`src/sv/pcw_pkg.sv`:
```
package pcw_pkg;

   localparam int FUNC_W = 2;
   localparam int IDX_W  = 7;
   localparam int VAL_W  = 16;
   localparam int SLOT_W = 4;
   localparam int PAGE_W = 7;

   // smallest link that names a data page
   localparam logic [VAL_W-1:0] MIN_LINK = 16'd5;

   typedef enum logic [FUNC_W-1:0] {
      FUNC_LOAD   = 2'd0,
      FUNC_CMP    = 2'd1,
      FUNC_LOOKUP = 2'd2,
      FUNC_CLEAR  = 2'd3
   } func_type;

   typedef enum logic [2:0] {
      ST_CLEAR,
      ST_IDLE,
      ST_CMP,
      ST_WALK,
      ST_COMMIT
   } state_type;

   typedef struct packed {
      logic push;
      logic commit_ok;
      logic commit_fail;
   } q_ctrl_type;

endpackage

```
`src/sv/page_chain_walker.sv`:
```
// channel  | direction | handshake           | payload
// req_     | in        | req_valid/req_ready | func, entry_index, entry_value,
//          |           |                     | head_page, book_slot
// rsp_     | out       | rsp_valid/rsp_ready | page, ok, last
//
// a load writes the table directly, a mirror compare makes one link table read
// lookup follows one link per cycle through the single read port of the link table,
// then commits the run into the output line
// reset and a clear request both sweep every table entry, with req_ready low
// results are buffered; loads and compares are taken while responses drain, and a
// finished lookup waits in the commit state until the previous run is fully delivered
module page_chain_walker #(
   parameter int TABLE_ENTRIES    = 128,
   parameter int PAGES_PER_RECORD = 4,
   parameter int RECORDS_PER_FILE = 16
) (
   input  logic                       clock,
   input  logic                       reset,
   input  logic                       req_valid,
   output logic                       req_ready,
   input  logic [pcw_pkg::FUNC_W-1:0] req_func,
   input  logic [pcw_pkg::IDX_W-1:0]  req_entry_index,
   input  logic [pcw_pkg::VAL_W-1:0]  req_entry_value,
   input  logic [pcw_pkg::IDX_W-1:0]  req_head_page,
   input  logic [pcw_pkg::SLOT_W-1:0] req_book_slot,
   output logic                       rsp_valid,
   input  logic                       rsp_ready,
   output logic [pcw_pkg::PAGE_W-1:0] rsp_page,
   output logic                       rsp_ok,
   output logic                       rsp_last
);

   localparam int AW = $clog2(TABLE_ENTRIES);
   localparam int CW = $clog2(RECORDS_PER_FILE * PAGES_PER_RECORD + 1);

   pcw_pkg::state_type state_ff, state_in;
   pcw_pkg::func_type  func;
   pcw_pkg::q_ctrl_type q_ctrl;

   logic [AW-1:0]             clr_cnt_ff, clr_cnt_in;
   logic [CW-1:0]             walk_cnt_ff, walk_cnt_in;
   logic [CW-1:0]             first_ff, first_in;   // first link count inside the record
   logic [CW-1:0]             last_ff, last_in;     // link count of the trailing check
   logic                      walk_ok_ff, walk_ok_in;
   logic                      mirror_bad_ff, mirror_bad_in;
   logic [pcw_pkg::VAL_W-1:0] cmp_value_ff, cmp_value_in;

   logic                      wr_en;
   logic [AW-1:0]             wr_addr;
   logic [pcw_pkg::VAL_W-1:0] wr_data;
   logic                      rd_en;
   logic [AW-1:0]             rd_addr;
   logic [pcw_pkg::VAL_W-1:0] rd_data;
   logic                      q_idle;

   logic req_fire;
   logic idx_in_range;
   logic lookup_good;
   logic link_good;
   logic in_window;
   logic walk_end;

   assign req_ready = (state_ff == pcw_pkg::ST_IDLE);
   assign req_fire  = req_valid && req_ready;
   assign func      = pcw_pkg::func_type'(req_func);

   assign idx_in_range = 32'(req_entry_index) < 32'(TABLE_ENTRIES);

   // lookup fails at once on a mismatched mirror or an out-of-range start or slot
   assign lookup_good = !mirror_bad_ff
                        && (32'(req_head_page) < 32'(TABLE_ENTRIES))
                        && (32'(req_book_slot) < 32'(RECORDS_PER_FILE));

   // a link must name a data page inside the table
   assign link_good = (rd_data >= pcw_pkg::MIN_LINK)
                      && (32'(rd_data) < 32'(TABLE_ENTRIES));

   assign in_window = (walk_cnt_ff >= first_ff) && (walk_cnt_ff < last_ff);
   assign walk_end  = (walk_cnt_ff == last_ff);

   // next state
   always_comb begin
      state_in = state_ff;
      case (state_ff)
         pcw_pkg::ST_CLEAR: begin
            if (clr_cnt_ff == AW'(TABLE_ENTRIES - 1)) begin
               state_in = pcw_pkg::ST_IDLE;
            end
         end
         pcw_pkg::ST_IDLE: begin
            if (req_fire) begin
               case (func)
                  pcw_pkg::FUNC_CMP: begin
                     if (idx_in_range) begin
                        state_in = pcw_pkg::ST_CMP;
                     end
                  end
                  pcw_pkg::FUNC_LOOKUP: begin
                     state_in = lookup_good ? pcw_pkg::ST_WALK : pcw_pkg::ST_COMMIT;
                  end
                  pcw_pkg::FUNC_CLEAR: begin
                     state_in = pcw_pkg::ST_CLEAR;
                  end
                  default: begin
                     state_in = pcw_pkg::ST_IDLE;
                  end
               endcase
            end
         end
         pcw_pkg::ST_CMP: begin
            state_in = pcw_pkg::ST_IDLE;
         end
         pcw_pkg::ST_WALK: begin
            if (!link_good || walk_end) begin
               state_in = pcw_pkg::ST_COMMIT;
            end
         end
         pcw_pkg::ST_COMMIT: begin
            if (q_idle) begin
               state_in = pcw_pkg::ST_IDLE;
            end
         end
         default: begin
            state_in = pcw_pkg::ST_IDLE;
         end
      endcase
   end

   // table access, counters and flags
   always_comb begin
      clr_cnt_in    = clr_cnt_ff;
      walk_cnt_in   = walk_cnt_ff;
      first_in      = first_ff;
      last_in       = last_ff;
      walk_ok_in    = walk_ok_ff;
      mirror_bad_in = mirror_bad_ff;
      cmp_value_in  = cmp_value_ff;
      wr_en         = 1'b0;
      wr_addr       = clr_cnt_ff;
      wr_data       = '0;
      rd_en         = 1'b0;
      rd_addr       = AW'(rd_data);
      q_ctrl        = '0;
      case (state_ff)
         pcw_pkg::ST_CLEAR: begin
            // sweep one entry per cycle
            wr_en         = 1'b1;
            clr_cnt_in    = clr_cnt_ff + AW'(1);
            mirror_bad_in = 1'b0;
         end
         pcw_pkg::ST_IDLE: begin
            if (req_fire) begin
               case (func)
                  pcw_pkg::FUNC_LOAD: begin
                     wr_en   = idx_in_range;
                     wr_addr = AW'(req_entry_index);
                     wr_data = req_entry_value;
                  end
                  pcw_pkg::FUNC_CMP: begin
                     rd_en        = idx_in_range;
                     rd_addr      = AW'(req_entry_index);
                     cmp_value_in = req_entry_value;
                  end
                  pcw_pkg::FUNC_LOOKUP: begin
                     rd_en       = lookup_good;
                     rd_addr     = AW'(req_head_page);
                     walk_cnt_in = '0;
                     first_in    = CW'(req_book_slot) * CW'(PAGES_PER_RECORD);
                     last_in     = CW'(req_book_slot) * CW'(PAGES_PER_RECORD)
                                   + CW'(PAGES_PER_RECORD);
                     walk_ok_in  = 1'b0;
                  end
                  pcw_pkg::FUNC_CLEAR: begin
                     clr_cnt_in    = '0;
                     mirror_bad_in = 1'b0;
                  end
                  default: begin
                     wr_en = 1'b0;
                  end
               endcase
            end
         end
         pcw_pkg::ST_CMP: begin
            // sticky mismatch flag
            if (rd_data != cmp_value_ff) begin
               mirror_bad_in = 1'b1;
            end
         end
         pcw_pkg::ST_WALK: begin
            // rd_data holds the link read for walk_cnt_ff
            if (link_good) begin
               if (walk_end) begin
                  walk_ok_in = 1'b1;
               end else begin
                  rd_en       = 1'b1;
                  rd_addr     = AW'(rd_data);
                  walk_cnt_in = walk_cnt_ff + CW'(1);
                  q_ctrl.push = in_window;
               end
            end else begin
               walk_ok_in = 1'b0;
            end
         end
         pcw_pkg::ST_COMMIT: begin
            // hand the run to the output line once the previous one is gone
            if (q_idle) begin
               q_ctrl.commit_ok   = walk_ok_ff;
               q_ctrl.commit_fail = !walk_ok_ff;
            end
         end
         default: begin
            wr_en = 1'b0;
         end
      endcase
   end

   always_ff @(posedge clock) begin
      if (reset) begin
         state_ff      <= pcw_pkg::ST_CLEAR;
         clr_cnt_ff    <= '0;
         mirror_bad_ff <= 1'b0;
         walk_cnt_ff   <= '0;
         walk_ok_ff    <= 1'b0;
      end else begin
         state_ff      <= state_in;
         clr_cnt_ff    <= clr_cnt_in;
         mirror_bad_ff <= mirror_bad_in;
         walk_cnt_ff   <= walk_cnt_in;
         walk_ok_ff    <= walk_ok_in;
      end
   end

   always_ff @(posedge clock) begin
      first_ff     <= first_in;
      last_ff      <= last_in;
      cmp_value_ff <= cmp_value_in;
   end

   pcw_link_ram #(
      .DEPTH (TABLE_ENTRIES),
      .AW    (AW)
   ) u_link_ram (
      .clock   (clock),
      .wr_en   (wr_en),
      .wr_addr (wr_addr),
      .wr_data (wr_data),
      .rd_en   (rd_en),
      .rd_addr (rd_addr),
      .rd_data (rd_data)
   );

   pcw_page_queue #(
      .PAGES (PAGES_PER_RECORD)
   ) u_page_queue (
      .clock     (clock),
      .reset     (reset),
      .ctrl      (q_ctrl),
      .push_page (rd_data[pcw_pkg::PAGE_W-1:0]),
      .idle      (q_idle),
      .rsp_valid (rsp_valid),
      .rsp_ready (rsp_ready),
      .rsp_page  (rsp_page),
      .rsp_ok    (rsp_ok),
      .rsp_last  (rsp_last)
   );

endmodule

```
`src/sv/pcw_link_ram.sv`:
```
module pcw_link_ram #(
   parameter int DEPTH = 128,
   parameter int AW    = 7
) (
   input  logic                      clock,
   input  logic                      wr_en,
   input  logic [AW-1:0]             wr_addr,
   input  logic [pcw_pkg::VAL_W-1:0] wr_data,
   input  logic                      rd_en,
   input  logic [AW-1:0]             rd_addr,
   output logic [pcw_pkg::VAL_W-1:0] rd_data
);

   logic [pcw_pkg::VAL_W-1:0] mem_ff [DEPTH];
   logic [pcw_pkg::VAL_W-1:0] rd_data_ff;

   always_ff @(posedge clock) begin
      if (wr_en) begin
         mem_ff[wr_addr] <= wr_data;
      end
   end

   always_ff @(posedge clock) begin
      if (rd_en) begin
         rd_data_ff <= mem_ff[rd_addr];
      end
   end

   assign rd_data = rd_data_ff;

endmodule

```
`src/sv/pcw_page_queue.sv`:
```
module pcw_page_queue #(
   parameter int PAGES = 4
) (
   input  logic                       clock,
   input  logic                       reset,
   input  pcw_pkg::q_ctrl_type        ctrl,
   input  logic [pcw_pkg::PAGE_W-1:0] push_page,
   output logic                       idle,
   output logic                       rsp_valid,
   input  logic                       rsp_ready,
   output logic [pcw_pkg::PAGE_W-1:0] rsp_page,
   output logic                       rsp_ok,
   output logic                       rsp_last
);

   localparam int RW = $clog2(PAGES + 1);

   logic [pcw_pkg::PAGE_W-1:0] stage_ff [PAGES];
   logic [pcw_pkg::PAGE_W-1:0] stage_in [PAGES];
   logic [pcw_pkg::PAGE_W-1:0] out_ff   [PAGES];
   logic [pcw_pkg::PAGE_W-1:0] out_in   [PAGES];
   logic [RW-1:0]              remain_ff;
   logic [RW-1:0]              remain_in;
   logic                       ok_ff;
   logic                       ok_in;

   // staging line collects pages during a walk
   always_comb begin
      stage_in = stage_ff;
      if (ctrl.push) begin
         for (int i = 0; i < PAGES - 1; i++) begin
            stage_in[i] = stage_ff[i + 1];
         end
         stage_in[PAGES-1] = push_page;
      end
   end

   // output line drains one page per response
   always_comb begin
      out_in    = out_ff;
      remain_in = remain_ff;
      ok_in     = ok_ff;
      if (ctrl.commit_ok) begin
         out_in    = stage_ff;
         remain_in = RW'(PAGES);
         ok_in     = 1'b1;
      end else if (ctrl.commit_fail) begin
         out_in[0] = '0;
         remain_in = RW'(1);
         ok_in     = 1'b0;
      end else if (rsp_valid && rsp_ready) begin
         for (int i = 0; i < PAGES - 1; i++) begin
            out_in[i] = out_ff[i + 1];
         end
         remain_in = remain_ff - RW'(1);
      end
   end

   always_ff @(posedge clock) begin
      stage_ff <= stage_in;
      out_ff   <= out_in;
      ok_ff    <= ok_in;
   end

   always_ff @(posedge clock) begin
      if (reset) begin
         remain_ff <= '0;
      end else begin
         remain_ff <= remain_in;
      end
   end

   assign idle      = (remain_ff == '0);
   assign rsp_valid = !idle;
   assign rsp_page  = out_ff[0];
   assign rsp_ok    = ok_ff;
   assign rsp_last  = (remain_ff == RW'(1));

endmodule
```
`config.mk`:
```
export PLATFORM = sky130hd
export DESIGN_NAME = page_chain_walker
export DESIGN_NICKNAME = d
export VERILOG_FILES = /design/src/sv/pcw_pkg.sv /design/src/sv/page_chain_walker.sv /design/src/sv/pcw_link_ram.sv /design/src/sv/pcw_page_queue.sv
export SDC_FILE = /design/constraint.sdc
export NUM_CORES = 2
export LEC_CHECK = 0
export ABC_AREA = 0
export BUFFER_PORTS_ARGS = -buffer_cell sky130_fd_sc_hd__buf_2
export CAP_MARGIN = 15
export CORE_MARGIN = 4
export CORE_UTILIZATION = 50
export DETAILED_ROUTE_END_ITERATION = 10
export GPL_TIMING_DRIVEN = 0
export PLACE_DENSITY = 0.75
export SLEW_MARGIN = 10
export SYNTH_ARGS = -nofsm -noshare
export SYNTH_HDL_FRONTEND = slang
export SYNTH_HIERARCHICAL = 1
export SYNTH_SLANG_ARGS = --single-unit
```
`constraint.sdc`:
```
create_clock -name clock -period 8.7 [get_ports clock]
set_clock_uncertainty 0.15 [all_clocks]
set_input_delay 0.435 -clock clock [delete_from_list [all_inputs] [get_ports clock]]
set_output_delay 0.435 -clock clock [all_outputs]
set_load 0.05 [all_outputs]
```
==> summary.md <==
| Metric | Value |
|---|---|
| Status | finished clean |
| Post-Syn Area per Cell | 24.05 µm² |
| P&R area growth vs syn | 15.24% |
| Total GRT Usage | 25.02% |
| Final Hold Fails | 0 |
| Fin nets | 3964 |
| 1st-pass router iterations | 6 |
| Register area | 64870 µm² |
| Vias per cell | 6.512 |
| CTS root buffer | clkbuf_16 |
| Cts bufs inserted | 205 |
| Crit path buf inv count | 5 |
| Fin. max-slew vios | 0 |
| RSZ-0062 raised after global routing | false |
| Max Clk Rate | 160.4 MHz |
| Crit path max fanout | 10 |
| Maxcap violations | 0 |
| Footprint of the multi-input gates | 18190 µm² |
| Worst-path clk slew | 60 ps |
| CTS resizes | 0 |
| Row cnt | 149 |
| DIE HEIGHT | 416.7 µm |
| Total negative setup slack | 0 ps |
| Ratio of final minimum period to clock period | 71.66% |
| Top cells by area, synth | edfxtp_1 (77%), mux4_2 (18%), nor2_1 (0.64%) |
| Worst hold margin | 77.46 ps |
| Clock buffer depth | 3 |
| Initial core utilization | 50.46% |
| EDFF count, synth | 2145 |
| Crit path time final | 6234 ps |
| Count leader, synth | edfxtp_1 |
| CP max stage delay | 950 ps |
| PD cells | 214.1 nW/µm² |
| Chip Width | 416.7 µm |
| Wire length per cell | 34.32 µm |
| H-tree depth | 4 |
| Setup bufs post-CTS | 0 |
| IO Port Bufs | 50 |
| Post-synth top area cell | edfxtp_1 |
| Post-DP HPWL | 135200 µm |
| Cell Area, Synth | 83530 µm² |
| Clock Latency Late Sink | 830 ps |
| Drt drc | 0 |
| Largest net degree at the start of global routing | 84 |
| TritonCTS clock tree | built |
| Post-synthesis cell count | 3473 |
| Crit path DAT | 6650 ps |
| Initial antenna violation count | 24 |
| First-pass GRT wire length | 307800 µm |
| Net count after synthesis | 3533 |
| Post-route ant nets | 0 |
| Post-synthesis sequential area ratio | 77.66% |
| Filler cell count | 11.01k |
| Tightest Hold Check Type | in -> reg |
| Cts hold-fix bufs | 26 |
| Ys async rst share | 0% |
| Core area | 165500 µm² |
| Synth Warn # | 6 |
| Final WL | 215400 µm |
| Top cell type's share of synthesized area | 77.11% |
| Crit path top cell by count | clkbuf_1 |
| Kind of critical path | reg -> reg |
| DRT iter0 DRCs | 6960 |
| Final global-route overflow total | 0 |
| Worst path required time | 9120 ps |
| GPL Wtd Cong | 0.9668 |
| Tightest Pin Transition | 1235 ps |
| Vias | 40.87k |
| Leakage | 0.03487 µW |
| Relative slew slack | 17.64% |
| Top_reg_cell synth | edfxtp_1 |
| Fin worst setup slack | 2466 ps |
| Peak VDD IR | 200.1 µV |
| Die area | 173700 µm² |
| Critical path capture point type | flip-flop |
| #FFs+latches synth | 2168 |
| Slowest cell on crit path | clkbuf_1 |
| Top cells by count, synth | edfxtp_1 (2145), mux4_2 (672), nor2_1 (142), clkbuf_1 (93), buf_2 (53) |
| Setup violations, final | 0 |
| Number of global-route vias before repair | 41.31k |
| Layout cell share with drive strength beyond 1 | 35.47% |
| Num Clock Sinks | 2168 |
| IO Count | 51 |
| Critical path, cell by cell | clkbuf_1 -> and4bb_2 -> nand2_1 -> clkbuf_1 -> nand2_1 -> o21ai_0 -> clkbuf_1 -> clkbuf_2 -> clkbuf_1 -> mux4_2 -> mux4_2 -> mux4_2 -> mux2_2 |
| CP Launch Type | flip-flop |
| Cell variety after synth | 54 |
| Cell count after placement | 5859 |
| Crit path max-delay family | buffers and inverters |
| Setup Slack @ Placement | 2493 ps |
| Non-Filler Instances | 6276 |
## area by class of cell
cell class,count,share of cell area (%)
clock inverter,145,1.536
inverter,21,0.08188
tap,2189,2.845
sequential,2168,67.39
multi-input combinational,1098,18.89
buffer,186,0.8682
clock buffer,240,5.465
antenna,5,0.01300
timing repair buffer,224,2.908
## tightest hold or removal path: cells and delay by family
kind	cells	cell delay, ps
AOI/OAI and AO/OA	1	220
buffers and inverters	1	130
adders and majority gates	1	180
and+or+nand+nor	1	60
## metal layers
layer	wire, µm	track usage [%]
met3	27170	6.833
met1	72200	32.52
met4	10720	10.70
met2	105200	40.23
met5	91	0
## sequential cells by signal, indices dropped and copies added (netlist names), 3 cells and up
register	count
u_link_ram/mem_ff	2048
u_page_queue/stage_ff	28
u_page_queue/out_ff	21
cmp_value_ff	16
u_link_ram/rd_data	16
clr_cnt_ff	7
u_page_queue/rsp_page	7
walk_cnt_ff	7
last_ff	5
first_ff	4
state_ff	3
u_page_queue/remain_ff	3
## per-stage QoR
stage	instance area [µm²]	utilization, %	total power [µW]
3_5_place_dp	89230	53.90	11860
4_1_cts	96230	58.13	20690
5_1_grt	96250	58.14	21180
3_3_place_gp	86520	52.26	11840
2_1_floorplan	83530	-	11750
6_report	96260	58.15	20610
## report_power, final
group | leakage (µW) | total, µW | internal, µW | switching (µW)
Clock | 0.00331 | 8950 | 5060 | 3890
Sequential | 0.0243 | 11400 | 11400 | 17.1
Combinational | 0.00725 | 274 | 83.9 | 190
## cell families after synthesis
kind of cell	Yosys count	synth area share, %
multiplexers	710	18.63
AO/OA/AOI/OAI	63	0.5018
flip-flops	2168	77.66
adder cells (fa/ha/maj)	20	0.2996
buffers and inverters	207	1.072
AND/OR/NAND/NOR	280	1.573
XOR/XNOR	25	0.2621
## placed cells by master (no fill, tap or decap), types with 18 or more instances in the layout
cell and n:
mux2_2 37, dfxtp_1 23, ha_1 20, nor2_1 23, bufinv_16 24, clkbuf_16 205
dlygate4sd3_1 26, clkinv_1 44, edfxtp_1 2145, nand2_1 35, nor2_2 119, buf_6 24
clkinv_2 55, buf_2 104, buf_1 27, nand3_1 18, inv_1 21, buf_8 103
mux4_2 672, clkbuf_1 115
## final timing paths
check	from	endpoint	slack, ps	cells past startpoint
min reg2reg	u_page_queue/stage_ff[7]	u_page_queue/stage_ff[14]	290	0
min	req_func[0]	clr_cnt_ff[2]	80	4
max	state_ff[2]	u_link_ram/rd_data[12]	2470	13
max reg2reg	state_ff[2]	u_link_ram/rd_data[12]	2470	13
No activity file was read; power rests on OpenSTA's default activity.
